===== src/rtl/fir_pkg.sv =====
// shared constants and types of the loadable-tap fir filter
// no dependencies; imported by the interfaces and all rtl modules
package fir_pkg;

  // field widths
  localparam int unsigned SAMPLE_W = 16;
  localparam int unsigned COEF_W   = 16;
  localparam int unsigned IDX_W    = 7;
  localparam int unsigned PROD_W   = SAMPLE_W + COEF_W;
  // q1.15 coefficients: fraction bits dropped from the sum
  localparam int unsigned FRAC_W   = 15;

  // default tap count
  localparam int unsigned TAPS_DEF = 100;

  // request kinds
  localparam logic ACT_PUSH = 1'b0;
  localparam logic ACT_LOAD = 1'b1;

  // saturation limits
  localparam logic [SAMPLE_W-1:0] SAT_MAX = {1'b0, {(SAMPLE_W-1){1'b1}}};
  localparam logic [SAMPLE_W-1:0] SAT_MIN = {1'b1, {(SAMPLE_W-1){1'b0}}};

  // controls shared by every cell of the ring
  typedef struct packed {
    logic shift_en;  // push a new sample into the delay chain
    logic rot_en;    // rotate sample and coefficient one cell toward the head
  } cell_ctrl_t;

  // controls of the multiply-accumulate unit
  typedef struct packed {
    logic clear;     // start a new sum
    logic mul_en;    // multiply the head cell's pair this cycle
  } mac_ctrl_t;

endpackage


===== src/rtl/fir_mac.sv =====
// multiply-accumulate unit at the head of the ring, with truncation and clipping
// depends on fir_pkg
module fir_mac #(
  parameter int unsigned Taps = fir_pkg::TAPS_DEF
) (
  input  logic                                clk_i,
  input  logic                                rst_ni,
  input  fir_pkg::mac_ctrl_t                  ctrl_i,
  input  logic signed [fir_pkg::COEF_W-1:0]   coef_i,
  input  logic signed [fir_pkg::SAMPLE_W-1:0] sample_i,
  output logic signed [fir_pkg::SAMPLE_W-1:0] filtered_o,
  output logic                                saturated_o
);
  import fir_pkg::*;

  localparam int unsigned AccW = PROD_W + $clog2(Taps);
  localparam int unsigned QW   = AccW - FRAC_W;

  logic signed [PROD_W-1:0] prod_q;
  logic                     prod_vld_q;
  logic signed [AccW-1:0]   acc_q, acc_d;
  logic        [QW-1:0]     quot;
  logic                     round_up;
  logic        [QW-SAMPLE_W:0] top_bits;

  // product register
  always_ff @(posedge clk_i) begin
    if (ctrl_i.mul_en) begin
      prod_q <= coef_i * sample_i;
    end
  end

  always_ff @(posedge clk_i or negedge rst_ni) begin
    if (!rst_ni) begin
      prod_vld_q <= 1'b0;
    end else begin
      prod_vld_q <= ctrl_i.mul_en;
    end
  end

  // accumulator
  always_comb begin
    acc_d = acc_q;
    if (ctrl_i.clear) begin
      acc_d = '0;
    end else if (prod_vld_q) begin
      acc_d = acc_q + {{(AccW-PROD_W){prod_q[PROD_W-1]}}, prod_q};
    end
  end

  always_ff @(posedge clk_i or negedge rst_ni) begin
    if (!rst_ni) begin
      acc_q <= '0;
    end else begin
      acc_q <= acc_d;
    end
  end

  // divide by 2^15 truncating toward zero: negative sums with a fraction move up one
  assign round_up = acc_q[AccW-1] & (|acc_q[FRAC_W-1:0]);
  assign quot     = acc_q[AccW-1:FRAC_W] + {{(QW-1){1'b0}}, round_up};

  // clip when the bits above the sample's sign differ from it
  assign top_bits    = quot[QW-1:SAMPLE_W-1];
  assign saturated_o = !((&top_bits) || !(|top_bits));
  assign filtered_o  = saturated_o ? (quot[QW-1] ? SAT_MIN : SAT_MAX)
                                   : quot[SAMPLE_W-1:0];

endmodule


===== config.mk =====
export PLATFORM = sky130hd
export DESIGN_NAME = fir_mac
export DESIGN_NICKNAME = d
export VERILOG_FILES = /design/src/rtl/fir_pkg.sv /design/src/rtl/fir_mac.sv
export SDC_FILE = /design/constraint.sdc
export NUM_CORES = 1
export LEC_CHECK = 0
export BUFFER_PORTS_ARGS = -buffer_cell sky130_fd_sc_hd__buf_2
export CAP_MARGIN = 10
export CORE_MARGIN = 5
export CORE_UTILIZATION = 65
export DETAILED_ROUTE_END_ITERATION = 12
export PLACE_DENSITY = 0.93
export SLEW_MARGIN = 10
export SYNTH_ARGS = -nofsm -noshare
export SYNTH_HDL_FRONTEND = slang
export SYNTH_SLANG_ARGS = --single-unit

===== constraint.sdc =====
create_clock -name clk_i -period 6.8 [get_ports clk_i]
set_input_delay 0.34 -clock clk_i [delete_from_list [all_inputs] [get_ports clk_i]]
set_output_delay 0.34 -clock clk_i [all_outputs]
set_load 0.03 [all_outputs]

; Word level (Yosys, flattened, before mapping)
; Cells that the tools add are included.
[op_classes]
div = 0
n_shift = 0
bitwise_logic = 1
multipliers = 1
n_eq_ne = 0
order_cmp = 0
n_addsub = 2
reduce_logical = 7
n_mux = 4
[op_table]
columns = cell, n
row1 = $mux W39, 2
row2 = $add A39 B39 Y39, 1
row3 = $mul A16 B16 Y32, 1
row4 = $mux W16, 2
row5 = $add A24 B1 Y24, 1
row6 = $reduce_or A15 Y1, 1
row7 = $reduce_and A9 Y1, 1
row8 = $reduce_or A9 Y1, 1
row9 = $logic_not A1 Y1, 2
row10 = $reduce_bool A2 Y1, 1
row11 = $and A1 B1 Y1, 1
row12 = $logic_or A1 B1 Y1, 1
[totals]
mem_bits_rw = 0
elab_cells = 18
reg_bits = 72
out_inout_bits = 17
latchBits = 0
input_bits = 36
rom_bits = 0
memories = 0

; Logic depth before layout (Yosys ltp)
[logic_depth]
word_depth = 7
mapped_depth = 24
mapped_depth_nobuf = 23

; Worst setup path before layout
; OpenSTA, ideal clock, no wires.
[synth_timing]
path_kind = input -> register
startpoint = input coef_i[15] (netlist bit)
endpoint = register prod_q[31], data pin
required_ns = 6.626
setup_time_ns = 0.174
stages = 20
n_path_buf = 1
path_slack_ns = 0.647
arrival_ns = 5.978
path_cell_list = clkbuf_1 -> nand2_1 -> inv_1 -> fa_1 -> fa_1 -> fa_1 -> fa_1 -> fa_1 -> inv_1 -> fa_1 -> inv_1 -> ha_1 -> a211o_1 -> nand2b_1 -> and3_1 -> and3_1 -> o21a_1 -> o22ai_1 -> o21ai_0 -> a311oi_1
[synth_via]
elab_chain_len = 1
[synth_lines]
columns = item, line_no
row1 = start: declaration, fir_mac.sv:9  ; input logic signed [fir_pkg::COEF_W-1:0] coef_i,
row2 = $mul A16 B16 Y32, fir_mac.sv:29  ; prod_q <= coef_i * sample_i;
row3 = end signal: assignment, fir_mac.sv:29
row4 = end: declaration, fir_mac.sv:19  ; logic signed [PROD_W-1:0] prod_q;
; Every way passes these cells.
; A chain may end at the register's enable or synchronous reset.

; Final worst setup path
; Same ends and word-level chain as after synthesis.

==> run_results.csv <==
group,metric,value,unit
synthesis,synth_area,0.01514,mm2
cts,clock-root-buffer,"clkbuf_16",
synthesis,synth_mux_area_frac,0.01215,
floorplan,die_w,162.6,um
timing,final-hold-violation-count,0,
detailed_routing,ant_nets,0,
synthesis,synthAdderAreaFrac,0.4487,
synthesis,ys_warn_count,0,
run,cap_violations,0,
synthesis,synth_seq_area_share,0.1296,
timing,rsz0062_at_grt,"false",
detailed_routing,wl_per_cell,17.05,um
synthesis,synth-simple-area-share,0.1734,
timing,finalHoldWorstSlack,0.1500,ns
cts,cts-resized-gates,0,
setup_path,cp_max_fo,16,
timing,clock.fmax,155.4,MHz
synthesis,ys_seq_elements,72,
setup_path,cp_slowest_cell,"fa_1",
setup_path,cp_cell_sequence,"buf_2 > nand2_1 > inv_1 > fa_1 > fa_1 > inv_1 > fa_1 > fa_1 > fa_1 > fa_1 > inv_1 > ha_1 > nand2_1 > nand2b_1 > a21o_1 > or4_1 > o22ai_1 > o21ai_0 > a311oi_1",
timing,slew_headroom,0.3568,
final_layout,fin_nets,2105,
final_layout,antenna_cells,0,
timing,fin_crit_sh,0.9464,
timing,slew_viol_final,0,
setup_path,cpPeakStageDelay,0.85,ns
status,status,"complete, no violations",
global_route,grt_max_degree,62,
synthesis,syn_area_per_cell,9.086,um2
placement,gp_congestion,0.9912,
synthesis,synth_compound_area_frac,0.1033,
global_route,grt_pass1_wl,58880,um
setup_path,cp-end-kind,"register",
synthesis,async_flop_share,0.5556,
final_layout,fin_area,0.01598,mm2
timing,tightest_slew,0.9647,ns
synthesis,synthCells,1666,
cts,clk_pin_slew,0.06,ns
global_route,grt_pass1_vias,12330,
synthesis,ys_top_cells_by_area,"fa_1 (35%), ha_1 (10%), inv_1 (8.1%)",
detailed_routing,routed_wl,34140,um
final_layout,syn_to_final_growth,5.563,%
hold_path,min_path_type,"in -> async",
synthesis,synth_cell_types,76,
detailed_routing,drtIter0Drc,687,
timing,tns,0,ns
global_route,track_usage,0.2720,
detailed_routing,post_drt_via_cell_ratio,5.843,
placement,io_buffers,52,
global_route,grt_overflow,0,
detailed_routing,vias,11700,
detailed_routing,drc_errors,0,
final_layout,final_core_util,0.7015,
floorplan,core_area,0.02278,mm2
cts,post_cts.repair.setup_buffers,0,
floorplan,start_util,0.6645,
synthesis,syn_nets,2087,
cts,cts_hold_buf,0,
setup_path,cp_common_cell,"fa_1",
synthesis,synth_top_family_by_area,"adder cells",
cts,cts_num_sinks,72,
placement,dp_hpwl,27670,um
cts,cts-buffers-inserted,9,
final_layout,final_cell_mix,"inv_1 (328), fa_1 (263), nand2_1 (156), and2_1 (129), ha_1 (122)",
setup_path,arrival,6.60,ns
cts,cts_tree,"built",
floorplan,rows,55,
final_layout,mostFrequentLayoutCell,"inv_1",
global_route,antenna_found_initial,0,
synthesis,yosysTopAreaCell,"fa_1",
setup_path,critical_path_class,"in -> reg",
cts,clockBufferDepth,2,
timing,setup_viol,0,
setup_path,crit_required,6.96,ns
cts,clock_latency,0.34,ns
cts,htree_levels,3,
floorplan,die_y,162.6,um
final_layout,drive_above_1_share,0.05861,
synthesis,yosys.area.top_type_share,0.3478,
floorplan,die-area,0.02644,mm2
detailed_routing,drt_pre_antenna_iters,6,
timing,fin_worst_skew,0.008811,ns
synthesis,synth_ff_type,"dfrtp_1",
placement,placed_area,0.01563,mm2
timing,post-route-min-period,6.435,ns
floorplan,ios,53,
synthesis,synth_edf_count,32,
final_layout,fill_cells,1637,
setup_path,startpoint_type,"primary input",
synthesis,synth_xor_area_frac,0.03819,
-- cell usage after synthesis (all sizes together) (6+ instances only) --
cell and instances:
o21a 12, nand2 156, xor2 21, a211oi 13
inv 328, nand2b 26, and2 129, nand4 10
xnor2 45, o31ai 7, clkbuf 44, mux2i 15
nor2b 8, buf 7, fa 263, nor2 89
a21oi 71, o21ai 54, nand3 25, a21o 19
nor3b 6, ha 122, edfxtp 32, and3 10
o21bai 8, nor3 11, or3 6, dfrtp 40
-- through the flow --
stage               worst slack, ns  cells
global route                 0.2023   2002
detailed placement          0.09585   1986
CTS                          0.4501   2002
finish                       0.3647   2002
global placement             0.3889   1986
floorplan                    0.6472   1666
-- per-layer routing --
layer  track usage  share of wire
met2        0.4651           0.49
met1        0.3653           0.41
met4       0.06329          0.014
met5             0              0
met3       0.04935          0.088
-- cells by family (layout without fill, tap and decap cells) --
logic type,Yosys count,count (layout)
AOI/OAI and AO/OA,240,240
adders and majority gates,385,385
and+or+nand+nor,506,506
DFF,72,72
buffers and inverters,379,402
xor gates and xnor gates,66,66
muxes,18,18
-- final timing paths --
path / depth (start not counted) / to / slack (ns) / from
max in group asynchronous: 1 / prod_vld_q / 5.99 / rst_ni
hold / removal: 1 / acc_q[6] / 0.15 / rst_ni
setup / recovery: 19 / prod_q[31] / 0.36 / coef_i[15]
setup reg to reg: 10 / acc_q[26] / 3.43 / acc_q[18]
hold reg to reg: 2 / acc_q[4] / 0.57 / acc_q[4]
min in group clk_i: 1 / prod_vld_q / 0.47 / ctrl_i[0]
-- flip-flops by register name, summed over array words and instances, names as in the netlist --
register,flops
acc_q,39
prod_q,32
prod_vld_q,1
-- final cells by class --
cell class                      count  area, um2  share of cell area
Tap cell                          313      391.6             0.02451
Clock inverter                      7      120.1            0.007517
Sequential cell                    72       1963              0.1229
Timing Repair Buffer               58      305.3             0.01911
Inverter                          328       1231             0.07705
Clock buffer                        9      225.2             0.01409
Multi-Input combinational cell   1215      11740              0.7349
-- worst max-delay path: cells and delay by family --
| kind | cells | cell delay (ns) |
|---|---|---|
| AO/OA/AOI/OAI | 4 | 1.02 |
| adder cells (fa/ha/maj) | 7 | 3.75 |
| AND/OR/NAND/NOR | 4 | 0.87 |
| buffers and inverters | 4 | 0.60 |
Power is not shown: default switching activity piles up to over one toggle a cycle in this logic, so the estimate is an artifact.
