<file path="src/rtl/fir_pkg.sv">
// shared constants and types of the loadable-tap fir filter
// no dependencies; imported by the interfaces and all rtl modules
package fir_pkg;

  // field widths
  localparam int unsigned SAMPLE_W = 16;
  localparam int unsigned COEF_W   = 16;
  localparam int unsigned IDX_W    = 7;
  localparam int unsigned PROD_W   = SAMPLE_W + COEF_W;
  // q1.15 coefficients: fraction bits dropped from the sum
  localparam int unsigned FRAC_W   = 15;

  // default tap count
  localparam int unsigned TAPS_DEF = 100;

  // request kinds
  localparam logic ACT_PUSH = 1'b0;
  localparam logic ACT_LOAD = 1'b1;

  // saturation limits
  localparam logic [SAMPLE_W-1:0] SAT_MAX = {1'b0, {(SAMPLE_W-1){1'b1}}};
  localparam logic [SAMPLE_W-1:0] SAT_MIN = {1'b1, {(SAMPLE_W-1){1'b0}}};

  // controls shared by every cell of the ring
  typedef struct packed {
    logic shift_en;  // push a new sample into the delay chain
    logic rot_en;    // rotate sample and coefficient one cell toward the head
  } cell_ctrl_t;

  // controls of the multiply-accumulate unit
  typedef struct packed {
    logic clear;     // start a new sum
    logic mul_en;    // multiply the head cell's pair this cycle
  } mac_ctrl_t;

endpackage

</file>
<file path="src/rtl/fir_cell.sv">
// one cell of the tap ring: holds one delay sample and one coefficient
// depends on fir_pkg
module fir_cell (
  input  logic                                clk_i,
  input  logic                                rst_ni,
  input  fir_pkg::cell_ctrl_t                 ctrl_i,
  input  logic                                load_i,
  input  logic signed [fir_pkg::COEF_W-1:0]   load_coef_i,
  input  logic signed [fir_pkg::SAMPLE_W-1:0] shift_sample_i,
  input  logic signed [fir_pkg::SAMPLE_W-1:0] rot_sample_i,
  input  logic signed [fir_pkg::COEF_W-1:0]   rot_coef_i,
  output logic signed [fir_pkg::SAMPLE_W-1:0] sample_o,
  output logic signed [fir_pkg::COEF_W-1:0]   coef_o
);
  import fir_pkg::*;

  logic signed [SAMPLE_W-1:0] sample_q, sample_d;
  logic signed [COEF_W-1:0]   coef_q, coef_d;

  // rotate during a sum, shift on a push, write on a matching load
  always_comb begin
    sample_d = sample_q;
    coef_d   = coef_q;
    if (ctrl_i.rot_en) begin
      sample_d = rot_sample_i;
      coef_d   = rot_coef_i;
    end else if (ctrl_i.shift_en) begin
      sample_d = shift_sample_i;
    end else if (load_i) begin
      coef_d = load_coef_i;
    end
  end

  always_ff @(posedge clk_i or negedge rst_ni) begin
    if (!rst_ni) begin
      sample_q <= '0;
      coef_q   <= '0;
    end else begin
      sample_q <= sample_d;
      coef_q   <= coef_d;
    end
  end

  assign sample_o = sample_q;
  assign coef_o   = coef_q;

endmodule

</file>
<file path="config.mk">
export PLATFORM = sky130hd
export DESIGN_NAME = fir_cell
export DESIGN_NICKNAME = d
export VERILOG_FILES = /design/src/rtl/fir_pkg.sv /design/src/rtl/fir_cell.sv
export SDC_FILE = /design/constraint.sdc
export NUM_CORES = 1
export LEC_CHECK = 0
export ABC_AREA = 1
export BUFFER_PORTS_ARGS = -buffer_cell sky130_fd_sc_hd__buf_2
export CORE_AREA = 3 3 89 57
export CTS_CLUSTER_SIZE = 10
export DETAILED_ROUTE_END_ITERATION = 10
export DIE_AREA = 0 0 92 60
export MAX_ROUTING_LAYER = met4
export PLACE_DENSITY = 0.78
export SYNTH_ARGS = -nofsm -noshare
export SYNTH_HDL_FRONTEND = slang
export SYNTH_SLANG_ARGS = --single-unit
export TNS_END_PERCENT = 1
</file>
<file path="constraint.sdc">
create_clock -name clk_i -period 0.8 [get_ports clk_i]
set_input_delay 0.04 -clock clk_i [delete_from_list [all_inputs] [get_ports clk_i]]
set_output_delay 0.04 -clock clk_i [all_outputs]
set_load 0.05 [all_outputs]
</file>
# Yosys cells after proc, flatten, opt, wreduce, memory -nomap -nowiden
# Index checks and enable logic that the tools add are counted.
dict set report totals {
  ff_bits 32
  inputBits 69
  output_inout_bits 32
  word_cells 11
}
dict set report classes {
  n_eq_ne 1
  n_mux 5
  reduce_logical 3
}
# op count
set op_table {}
lappend op_table {{$mux W16} 5}
lappend op_table {{$reduce_bool A2 Y1} 2}
lappend op_table {{$ne A2 B2 Y1 const B} 1}
lappend op_table {{$reduce_and A2 Y1} 1}

# Logic depth before layout (Yosys ltp)
# Gate-level depths: netlist of run 1.
dict set report logic_depth {
  ltp_word 3
  mapped_depth 7
  depth_no_buf 5
}

# Worst setup path before layout of run 1
# OpenSTA, ideal clock, no wires.
dict set report synth_timing {
  kind {reg2reg}
  start {reg, netlist name coef_o[0]}
  end {reg coef_q[0] (netlist: coef_o[0])}
  setup_ns 0.066
  t_arrival_ns 0.797
  path_slack_ns -0.063
  stages_incl_launch_ff 3
  n_path_buf 0
  path_cell_list {dfrtp_1 > nand3_1 > nand2_1}
}
# element line
set synth_lines {}
lappend synth_lines {{to (signal assigned)} fir_cell.sv:40} ;# coef_q <= coef_d;
lappend synth_lines {{to (decl)} fir_cell.sv:18} ;# logic signed [COEF_W-1:0] coef_q, coef_d;

# Final worst setup path of run 1
dict set report layout_timing {
  start {reg coef_q[0] (netlist: coef_o[0])}
  end {out coef_o[0] (netlist name)}
}
# element line
set layout_lines {}
lappend layout_lines {{to (decl)} fir_cell.sv:13} ;# output logic signed [fir_pkg::COEF_W-1:0] coef_o
# No word-level cell between the ends.

==> impl_metrics.json, run 1 <==
{
  "leakagePower_uw": 0.00150,
  "ir_worst_vdd_v": 0.00108,
  "synth_seq_cells": 32,
  "critPathSlowestCell": "dfrtp_2",
  "grt_start_max_net_pins": 33,
  "routed_wl_mm": 5.16,
  "grt_pass1_vias": 1829,
  "fp.dieW_um": 92,
  "via_count": 1847,
  "initial_core_util_pct": 40.0,
  "grt-ovfl-total": 0,
  "yosysWarningCount": 0,
  "cts_htree_levels": 2,
  "use_met3_pct": 4.65,
  "use_met1_pct": 25.2,
  "grt_pass1_wl_mm": 8.45,
  "syn_avg_cell_area_um2": 7.95,
  "place_hpwl_mm": 3.60,
  "clock_sinks": 32,
  "status": "finished, violations left",
  "report.final.setup_viol": 32,
  "tns_ns": -2.42,
  "setup_slack_ns": -0.0962,
  "min_delay_path_depth": 3,
  "synth_area_leader_cell": "dfrtp_1",
  "drc": 0,
  "cts_setup_buffers": 0,
  "arrival_ns": 0.86,
  "path_depth": 1,
  "netlist_area_um2": 1680,
  "slew_violations": 0,
  "hold_path_class": "input port to flip-flop",
  "clk_pin_slew_worst_paths_ns": 0.06,
  "cp.required_ns": 0.76,
  "r2r_setup_slack_ns": 0.13,
  "viasPerCell": 4.68,
  "holdWs_ns": 0.00639,
  "fmax_mhz": 1120,
  "min_period_over_period_pct": 112,
  "antenna_found_initial": 0,
  "yosysTopAreaCellShare_pct": 47.8,
  "synth_area_leaders": "dfrtp_1 48%, nand2_1 25%, nand3_1 11%",
  "end_kind": "output pin",
  "clock_latency_ns": 0.28,
  "cts_tree": "built",
  "dieArea_um2": 5520,
  "wire_per_inst_um": 13.1,
  "clock_skew_ns": 0,
  "cts_buffers": 5,
  "antenna_cells": 0,
  "drtAntennaViolNets": 0,
  "period_needed_ns": 0.896,
  "drt-initial-drc-count": 50,
  "dpl_worst_slack_ns": 0.000634,
  "rr_worst_depth": 2,
  "whs_endpoint": "sample_o[6]",
  "path_buf_inv": 1,
  "grt_use_total_pct": 20.5,
  "layout-drive-gt1-share_pct": 40.0,
  "routabilityCongestion": 0.762,
  "maxSlewHeadroom_pct": 88.0,
  "area_growth_pct": 65.1,
  "crit_path_start_kind": "flip-flop",
  "cts_root_buffer": "clkbuf_8",
  "worstPathCellList": "buf_6",
  "clk_path_buf_depth": 2,
  "ys_seq_area_share_pct": 47.8,
  "grt_busiest_layer": "met2",
  "worstPathMaxFanout": 2,
  "worst_pin_slew_ns": 0.180,
  "layout_common_cells": "112 x nand2_1, 68 x buf_2, 38 x nand3_1, 32 x buf_6, 31 x dfrtp_1",
  "std_cell_rows": 18,
  "critPathMaxStageDelay_ns": 0.42,
  "crit-reg2reg-launch": "coef_o[3]",
  "firstDrtPassIters": 4,
  "core_um2": 4190,
  "crit_family": "flip-flops",
  "worstSetupPathType": "flip-flop to output pin",
  "reg2reg_to": "coef_o[3]",
  "rsz0062_at_grt": "true",
  "die_height_um": 60,
  "use_met2_pct": 33.6,
  "final_common_cell": "nand2_1",
  "p_per_area_nw_per_um2": 1790,
  "pin_count": 101,
  "port_buffers": 100,
  "failed_checks": "setup timing",
  "cap_violations": 0,
  "synth.net_count": 280,
  "ys_types": 12,
  "final_nets": 403,
  "hp-start": "shift_sample_i[6]",
  "hold_viol_final": 0,
  "syn_inst": 211
}
## synthesized netlist by cell type, drive strengths merged
| cell | count |
|---|---|
| nand2 | 114 |
| nand3 | 48 |
| dfrtp | 32 |
| buf | 14 |
| inv | 2 |
| nor2 | 1 |
## stage by stage
stage	util (%)	std cells	power [uW]	instance area (um2)
2_1_floorplan	-	211	2880	1680
3_3_place_gp	54.8	369	3380	2300
3_5_place_dp	54.8	369	3400	2300
4_1_cts	66.1	395	4990	2770
5_1_grt	66.1	395	5190	2770
6_report	66.1	395	4950	2770
## metal layers
metal | up-vias | wire length [um]
li1 | 917 | -
met5 | - | 0
met2 | 85 | 2410
met4 | 0 | 94
met3 | 9 | 390
met1 | 836 | 2270
## power by group
group | total, uW | switching, uW | internal (uW)
registers | 1930 | 137 | 1790
logic | 1760 | 1060 | 706
clock network | 1270 | 565 | 701
## cells by family (layout without fill, tap and decap cells)
logic type | after synthesis | in the layout | synth area share, %
and+or+nand+nor | 163 | 163 | 44.4
buffers and inverters | 16 | 140 | 7.84
DFF | 32 | 32 | 47.8
## final cells by class
type                    count  area (um2)
clock buffers               8        90.1
fillers                   351        1420
inverters                   2        10.0
multi-input cells         163         744
flip-flops and latches     32         802
well taps                  60        75.1
repair buffers            130        1050
## state kept, by name (all words and copies together), names as in the netlist
name,flops
coef_o,16
sample_o,16
## timing repair
| item | 4_1_cts | 5_1_grt |
|---|---|---|
| pin swaps | 0 | 0 |
| resized for setup | 64 | 0 |
| hold endpoints to repair | 48 | 0 |
| cloned | 0 | 0 |
| hold buffers | 18 | 0 |
| setup endpoints to repair | 32 | 32 |
## worst max-delay path by stage
stage | slack, ns | end | startpoint
after floorplan | -0.06 | coef_o[10] | coef_o[10]
after global placement | 0.03 | coef_o[14] | ctrl_i[0]
after global routing | -0.12 | coef_o[15] | coef_o[15]
after detailed placement | 0.0006 | coef_o[2] | ctrl_i[0]
final | -0.1 | coef_o[0] | coef_o[0]
after CTS | -0.10 | coef_o[0] | coef_o[0]
(Power assumes the default switching activity.)
==> run 2: changes to the inputs <==
--- a/config.mk
+++ b/config.mk
@@ -13,6 +13,7 @@
 export DIE_AREA = 0 0 92 60
 export MAX_ROUTING_LAYER = met4
 export PLACE_DENSITY = 0.78
+export SETUP_SLACK_MARGIN = 0.15
 export SYNTH_ARGS = -nofsm -noshare
 export SYNTH_HDL_FRONTEND = slang
 export SYNTH_SLANG_ARGS = --single-unit
==> impl_metrics.json, run 2 (synthesized netlist as in run 1, its figures left out) <==
{
  "status": "finished, violations left",
  "failed_checks": "hold timing, setup timing",
  "p_clk_share_pct": 21.8,
  "hp-start": "rot_sample_i[5]",
  "firstDrtPassIters": 4,
  "drtAntennaViolNets": 0,
  "ir_worst_vdd_v": 0.000952,
  "clock_sinks": 32,
  "fmax_mhz": 1120,
  "cap_violations": 0,
  "setup_slack_ns": -0.0954,
  "arrival_ns": 0.86,
  "worst_pin_slew_ns": 0.263,
  "via_count": 1772,
  "grt_pass1_vias": 1737,
  "critPathMaxStageDelay_ns": 0.43,
  "cp.required_ns": 0.76,
  "worstSetupPathType": "flip-flop to output pin",
  "crit_path_start_kind": "flip-flop",
  "crit_family": "flip-flops",
  "layout_common_cells": "107 x nand2_1, 68 x buf_2, 32 x dfrtp_2, 32 x buf_6, 28 x nand3_2",
  "cts_tree": "built",
  "final_common_cell": "nand2_1",
  "rr_worst_depth": 3,
  "dpl_worst_slack_ns": 0.00413,
  "power_uw": 4840,
  "drc": 0,
  "worstPathMaxFanout": 2,
  "fp.dieW_um": 92,
  "clk_pin_slew_worst_paths_ns": 0.06,
  "r2r_setup_slack_ns": 0.04,
  "layout-drive-gt1-share_pct": 59.8,
  "port_buffers": 100,
  "area_growth_pct": 69.4,
  "reg2reg_to": "coef_o[4]",
  "slew_violations": 0,
  "cts_root_buffer": "clkbuf_8",
  "netSwitchingPower_uw": 1720,
  "hold_path_class": "input port to flip-flop",
  "period_needed_ns": 0.895,
  "leakagePower_uw": 0.00149,
  "tns_ns": -2.35,
  "cts_buffers": 5,
  "hold_viol_final": 6,
  "min_period_over_period_pct": 112,
  "clock_skew_ns": 0,
  "drt-initial-drc-count": 28,
  "grt_start_max_net_pins": 33,
  "clk_path_buf_depth": 2,
  "swShare_pct": 35.4,
  "clock_latency_ns": 0.27,
  "crit-reg2reg-launch": "coef_o[4]",
  "routed_wl_mm": 4.69,
  "critPathSlowestCell": "dfrtp_2",
  "rsz0062_at_grt": "true",
  "die_height_um": 60,
  "pin_count": 101,
  "cts_htree_levels": 2,
  "antenna_cells": 0,
  "intPower_uw": 3130,
  "holdWs_ns": -0.0143,
  "path_buf_inv": 1,
  "utilization_pct": 67.8,
  "dieArea_um2": 5520,
  "whs_endpoint": "sample_o[5]",
  "final_nets": 399,
  "wire_per_inst_um": 12.1,
  "core_um2": 4190,
  "fill_cells": 352,
  "viasPerCell": 4.57,
  "maxSlewHeadroom_pct": 82.5,
  "antenna_found_initial": 0,
  "worstPathCellList": "buf_6",
  "grt-ovfl-total": 0,
  "report.final.setup_viol": 32,
  "grt_pass1_wl_mm": 7.73,
  "end_kind": "output pin",
  "place_hpwl_mm": 3.46,
  "grt_use_total_pct": 18.3,
  "seqPwrFrac_pct": 40.3,
  "min_delay_path_depth": 3,
  "p_per_area_nw_per_um2": 1700,
  "std_cell_rows": 18,
  "initial_core_util_pct": 40.0,
  "p_comb_share_pct": 37.9,
  "routabilityCongestion": 0.727,
  "holdBufCountCts": 5
}
run 2: metal layers:
metal	GRT usage, %	share of wire (%)	up-vias
met1	22.3	45	802
met2	29.8	46	63
met4	5.71	0.79	0
li1	-	-	902
met5	-	0	-
met3	5.66	7.8	5
run 2: what timing repair did:
action	in CTS	in global routing
setup endpoints to repair	32	62
gates resized for setup	64	8
hold endpoints to repair	46	3
gates cloned	0	0
pin swaps	2	12
buffers inserted	2	7
run 2: worst max-delay path by stage:
stage | from | to | slack, ns | cells past startpoint
after global placement | ctrl_i[0] | coef_o[7] | 0.02 | 7
after detailed placement | ctrl_i[0] | coef_o[13] | 0.004 | 7
final | coef_o[3] | coef_o[3] | -0.1 | 1
after CTS | coef_o[5] | coef_o[5] | -0.11 | 1
after global routing | coef_o[1] | coef_o[1] | -0.12 | 1
after floorplan | sample_o[3] | sample_o[3] | 0.04 | 2
run 2: cell type report:
cell class	count	area [um2]	share of cell area, %
multi-input cells	163	847	29.8
inverters	2	10.0	0.352
flip-flops and latches	32	841	29.6
repair buffers	126	998	35.2
well taps	60	75.1	2.64
clock buffers	5	68.8	2.42
run 2: power by group through the flow:
stage | Clock (uW) | Combinational [uW] | Sequential (uW)
2_1_floorplan | 0 | 412 | 2550
3_3_place_gp | 0 | 1510 | 1950
3_5_place_dp | 0 | 1520 | 1950
4_1_cts | 1110 | 1760 | 1960
5_1_grt | 1170 | 1960 | 1980
6_report | 1050 | 1840 | 1950
run 2: through the flow:
step / instances / instance area [um2]
final: 388 / 2840
after CTS: 381 / 2760
after floorplan: 211 / 1800
after global routing: 388 / 2840
after detailed placement: 369 / 2430
after global placement: 369 / 2430
==> run 3: changes to the inputs <==
--- a/config.mk
+++ b/config.mk
@@ -5,15 +5,15 @@
 export SDC_FILE = /design/constraint.sdc
 export NUM_CORES = 1
 export LEC_CHECK = 0
-export ABC_AREA = 1
 export BUFFER_PORTS_ARGS = -buffer_cell sky130_fd_sc_hd__buf_2
 export CORE_AREA = 3 3 89 57
 export CTS_CLUSTER_SIZE = 10
 export DETAILED_ROUTE_END_ITERATION = 10
 export DIE_AREA = 0 0 92 60
 export MAX_ROUTING_LAYER = met4
-export PLACE_DENSITY = 0.78
+export PLACE_DENSITY = 0.77
 export SETUP_SLACK_MARGIN = 0.15
+export SLEW_MARGIN = 10
 export SYNTH_ARGS = -nofsm -noshare
 export SYNTH_HDL_FRONTEND = slang
 export SYNTH_SLANG_ARGS = --single-unit
==> impl_metrics.json, run 3 <==
{
  "report.final.setup_viol": 32,
  "synth_common_cells": "32 x dfrtp_1, 32 x nand2_1, 16 x inv_1, 16 x mux2i_1, 16 x nand4bb_1",
  "die_height_um": 60,
  "crit_family": "flip-flops",
  "layout-drive-gt1-share_pct": 55.8,
  "synth_seq_cells": 32,
  "clock_skew_ns": 0,
  "min_period_over_period_pct": 112,
  "dpl.cell_count": 311,
  "cts_buffers": 5,
  "std_cell_rows": 18,
  "dpl_worst_slack_ns": -0.290,
  "synth_area_leaders": "dfrtp_1 49%, nand4bb_1 11%, mux2i_1 9.8%",
  "syn_avg_cell_area_um2": 10.3,
  "final_common_cell": "buf_2",
  "antenna_cells": 0,
  "pin_count": 101,
  "routed_wl_mm": 4.83,
  "ir_worst_vdd_v": 0.000843,
  "cts_tree": "built",
  "clk_path_buf_depth": 2,
  "grt_use_total_pct": 18.0,
  "layout_common_cells": "68 x buf_2, 32 x nand2_1, 32 x dfrtp_2, 32 x buf_6, 17 x dlygate4sd3_1",
  "ys_seq_area_share_pct": 49.2,
  "routabilityCongestion": 0.740,
  "maxSlewHeadroom_pct": 64.6,
  "p_clk_share_pct": 26.0,
  "critPathMaxStageDelay_ns": 0.42,
  "cp.required_ns": 0.76,
  "p_comb_share_pct": 34.3,
  "final_nets": 344,
  "status": "finished, violations left",
  "worst_pin_slew_ns": 0.530,
  "netSwitchingPower_uw": 1670,
  "grt_pass1_vias": 1604,
  "synth_ff_type": "dfrtp_1",
  "synth-edff-count": 0,
  "grt-ovfl-total": 0,
  "netlist_area_um2": 1630,
  "period_needed_ns": 0.892,
  "leakagePower_uw": 0.00131,
  "holdWs_ns": -0.0171,
  "dieArea_um2": 5520,
  "seqPwrFrac_pct": 39.7,
  "viasPerCell": 4.88,
  "failed_checks": "hold timing, setup timing",
  "ys_types": 15,
  "p_per_area_nw_per_um2": 1760,
  "worstPathCellList": "buf_6",
  "cts_htree_levels": 2,
  "via_count": 1639,
  "grt_pass1_wl_mm": 7.53,
  "path_buf_inv": 1,
  "cts_root_buffer": "clkbuf_8",
  "syn_inst": 158,
  "holdBufCountCts": 17,
  "place_hpwl_mm": 3.20,
  "synth.net_count": 227,
  "rsz0062_at_grt": "true",
  "hold_path_class": "input port to flip-flop",
  "fmax_mhz": 1120,
  "end_kind": "output pin",
  "slew_violations": 0,
  "fill_cells": 329,
  "crit_path_start_kind": "flip-flop",
  "hold_viol_final": 3,
  "setup_slack_ns": -0.0925,
  "drtAntennaViolNets": 0,
  "cts_setup_buffers": 0,
  "async_flop_share_pct": 100,
  "utilization_pct": 66.1,
  "final_cells": 336,
  "clock_sinks": 32,
  "port_buffers": 100,
  "wire_per_inst_um": 14.4,
  "clock_latency_ns": 0.27,
  "drt-initial-drc-count": 37,
  "synth_area_leader_cell": "dfrtp_1",
  "fp.dieW_um": 92,
  "grt_start_max_net_pins": 56,
  "drc": 0,
  "cap_violations": 0,
  "intPower_uw": 3200,
  "swShare_pct": 34.3,
  "core_um2": 4190,
  "firstDrtPassIters": 4,
  "clk_pin_slew_worst_paths_ns": 0.07,
  "arrival_ns": 0.85,
  "critPathSlowestCell": "dfrtp_2",
  "antenna_found_initial": 0,
  "yosysWarningCount": 0,
  "worstSetupPathType": "flip-flop to output pin",
  "worstPathMaxFanout": 2,
  "area_growth_pct": 70.1,
  "yosysTopAreaCellShare_pct": 49.2,
  "initial_core_util_pct": 38.9
}
run 3: final timing paths:
| kind | depth (start not counted) | slack, ns | startpoint | endpoint |
|---|---|---|---|---|
| worst max-delay path | 1 | -0.09 | coef_o[8] | coef_o[8] |
| worst min-delay path | 3 | -0.02 | rot_coef_i[14] | coef_o[14] |
| worst max register to register | 2 | 0.04 | sample_o[3] | sample_o[3] |
| worst min register to register | 2 | 0.58 | sample_o[1] | sample_o[1] |
| max in group asynchronous | 3 | 0.35 | rst_ni | sample_o[4] |
| min in group asynchronous | 3 | 0.26 | rst_ni | coef_o[7] |
run 3: area by class of cell:
type	count	area [um2]	area share, %
inverter	16	60.1	2.17
multi-input combinational	97	762	27.5
clock buffer	8	90.1	3.25
timing repair buffer	123	941	34.0
sequential	32	841	30.4
tap	60	75.1	2.71
run 3: stage by stage:
stage          power (uW)  instance area (um2)  hold WS (ns)  TNS [ns]
2_1_floorplan        2820                 1670        -0.256     -1.67
3_3_place_gp         3250                 2240       0.00606     -4.05
3_5_place_dp         3270                 2240       0.00671     -5.04
4_1_cts              4850                 2710       -0.0290     -2.87
5_1_grt              5080                 2770      -0.00582     -3.53
6_report             4870                 2770       -0.0171     -2.58
run 3: cell families (layout without fill, tap and decap cells):
group	after synthesis	in the layout	share of synthesized area, %
and+or+nand+nor	49	49	19.0
DFF	32	32	49.2
buffers and inverters	29	147	8.45
AOI/OAI and AO/OA	32	32	13.5
muxes	16	16	9.84
run 3: worst register-to-register path, delay by kind of cell, from the launching register on:
kind | cells | cell delay [ns]
flip-flops | 1 | 0.41
AO/OA/AOI/OAI | 1 | 0.09
multiplexers | 1 | 0.14
run 3: layer usage:
layer	global-route usage, %	vias up	wire length [um]	part of all wire, %
met5	-	-	0	0
li1	-	795	-	-
met1	22.4	785	2180	45
met4	4.86	0	26	0.54
met2	29.4	55	2360	49
met3	5.16	4	258	5.3
run 3: power groups by stage:
stage,combinational [uW],sequential [uW],clock (uW)
2_1_floorplan,337,2480,0
3_3_place_gp,1340,1910,0
3_5_place_dp,1360,1910,0
4_1_cts,1630,1930,1290
5_1_grt,1770,1950,1360
6_report,1670,1930,1270
run 3: what timing repair did:
action / CTS / global route
endpoints found under the setup margin: 64 / 64
hold endpoints to repair: 58 / 2
gates resized for setup: 72 / 8
cloned: 0 / 0
pin swaps: 28 / 27
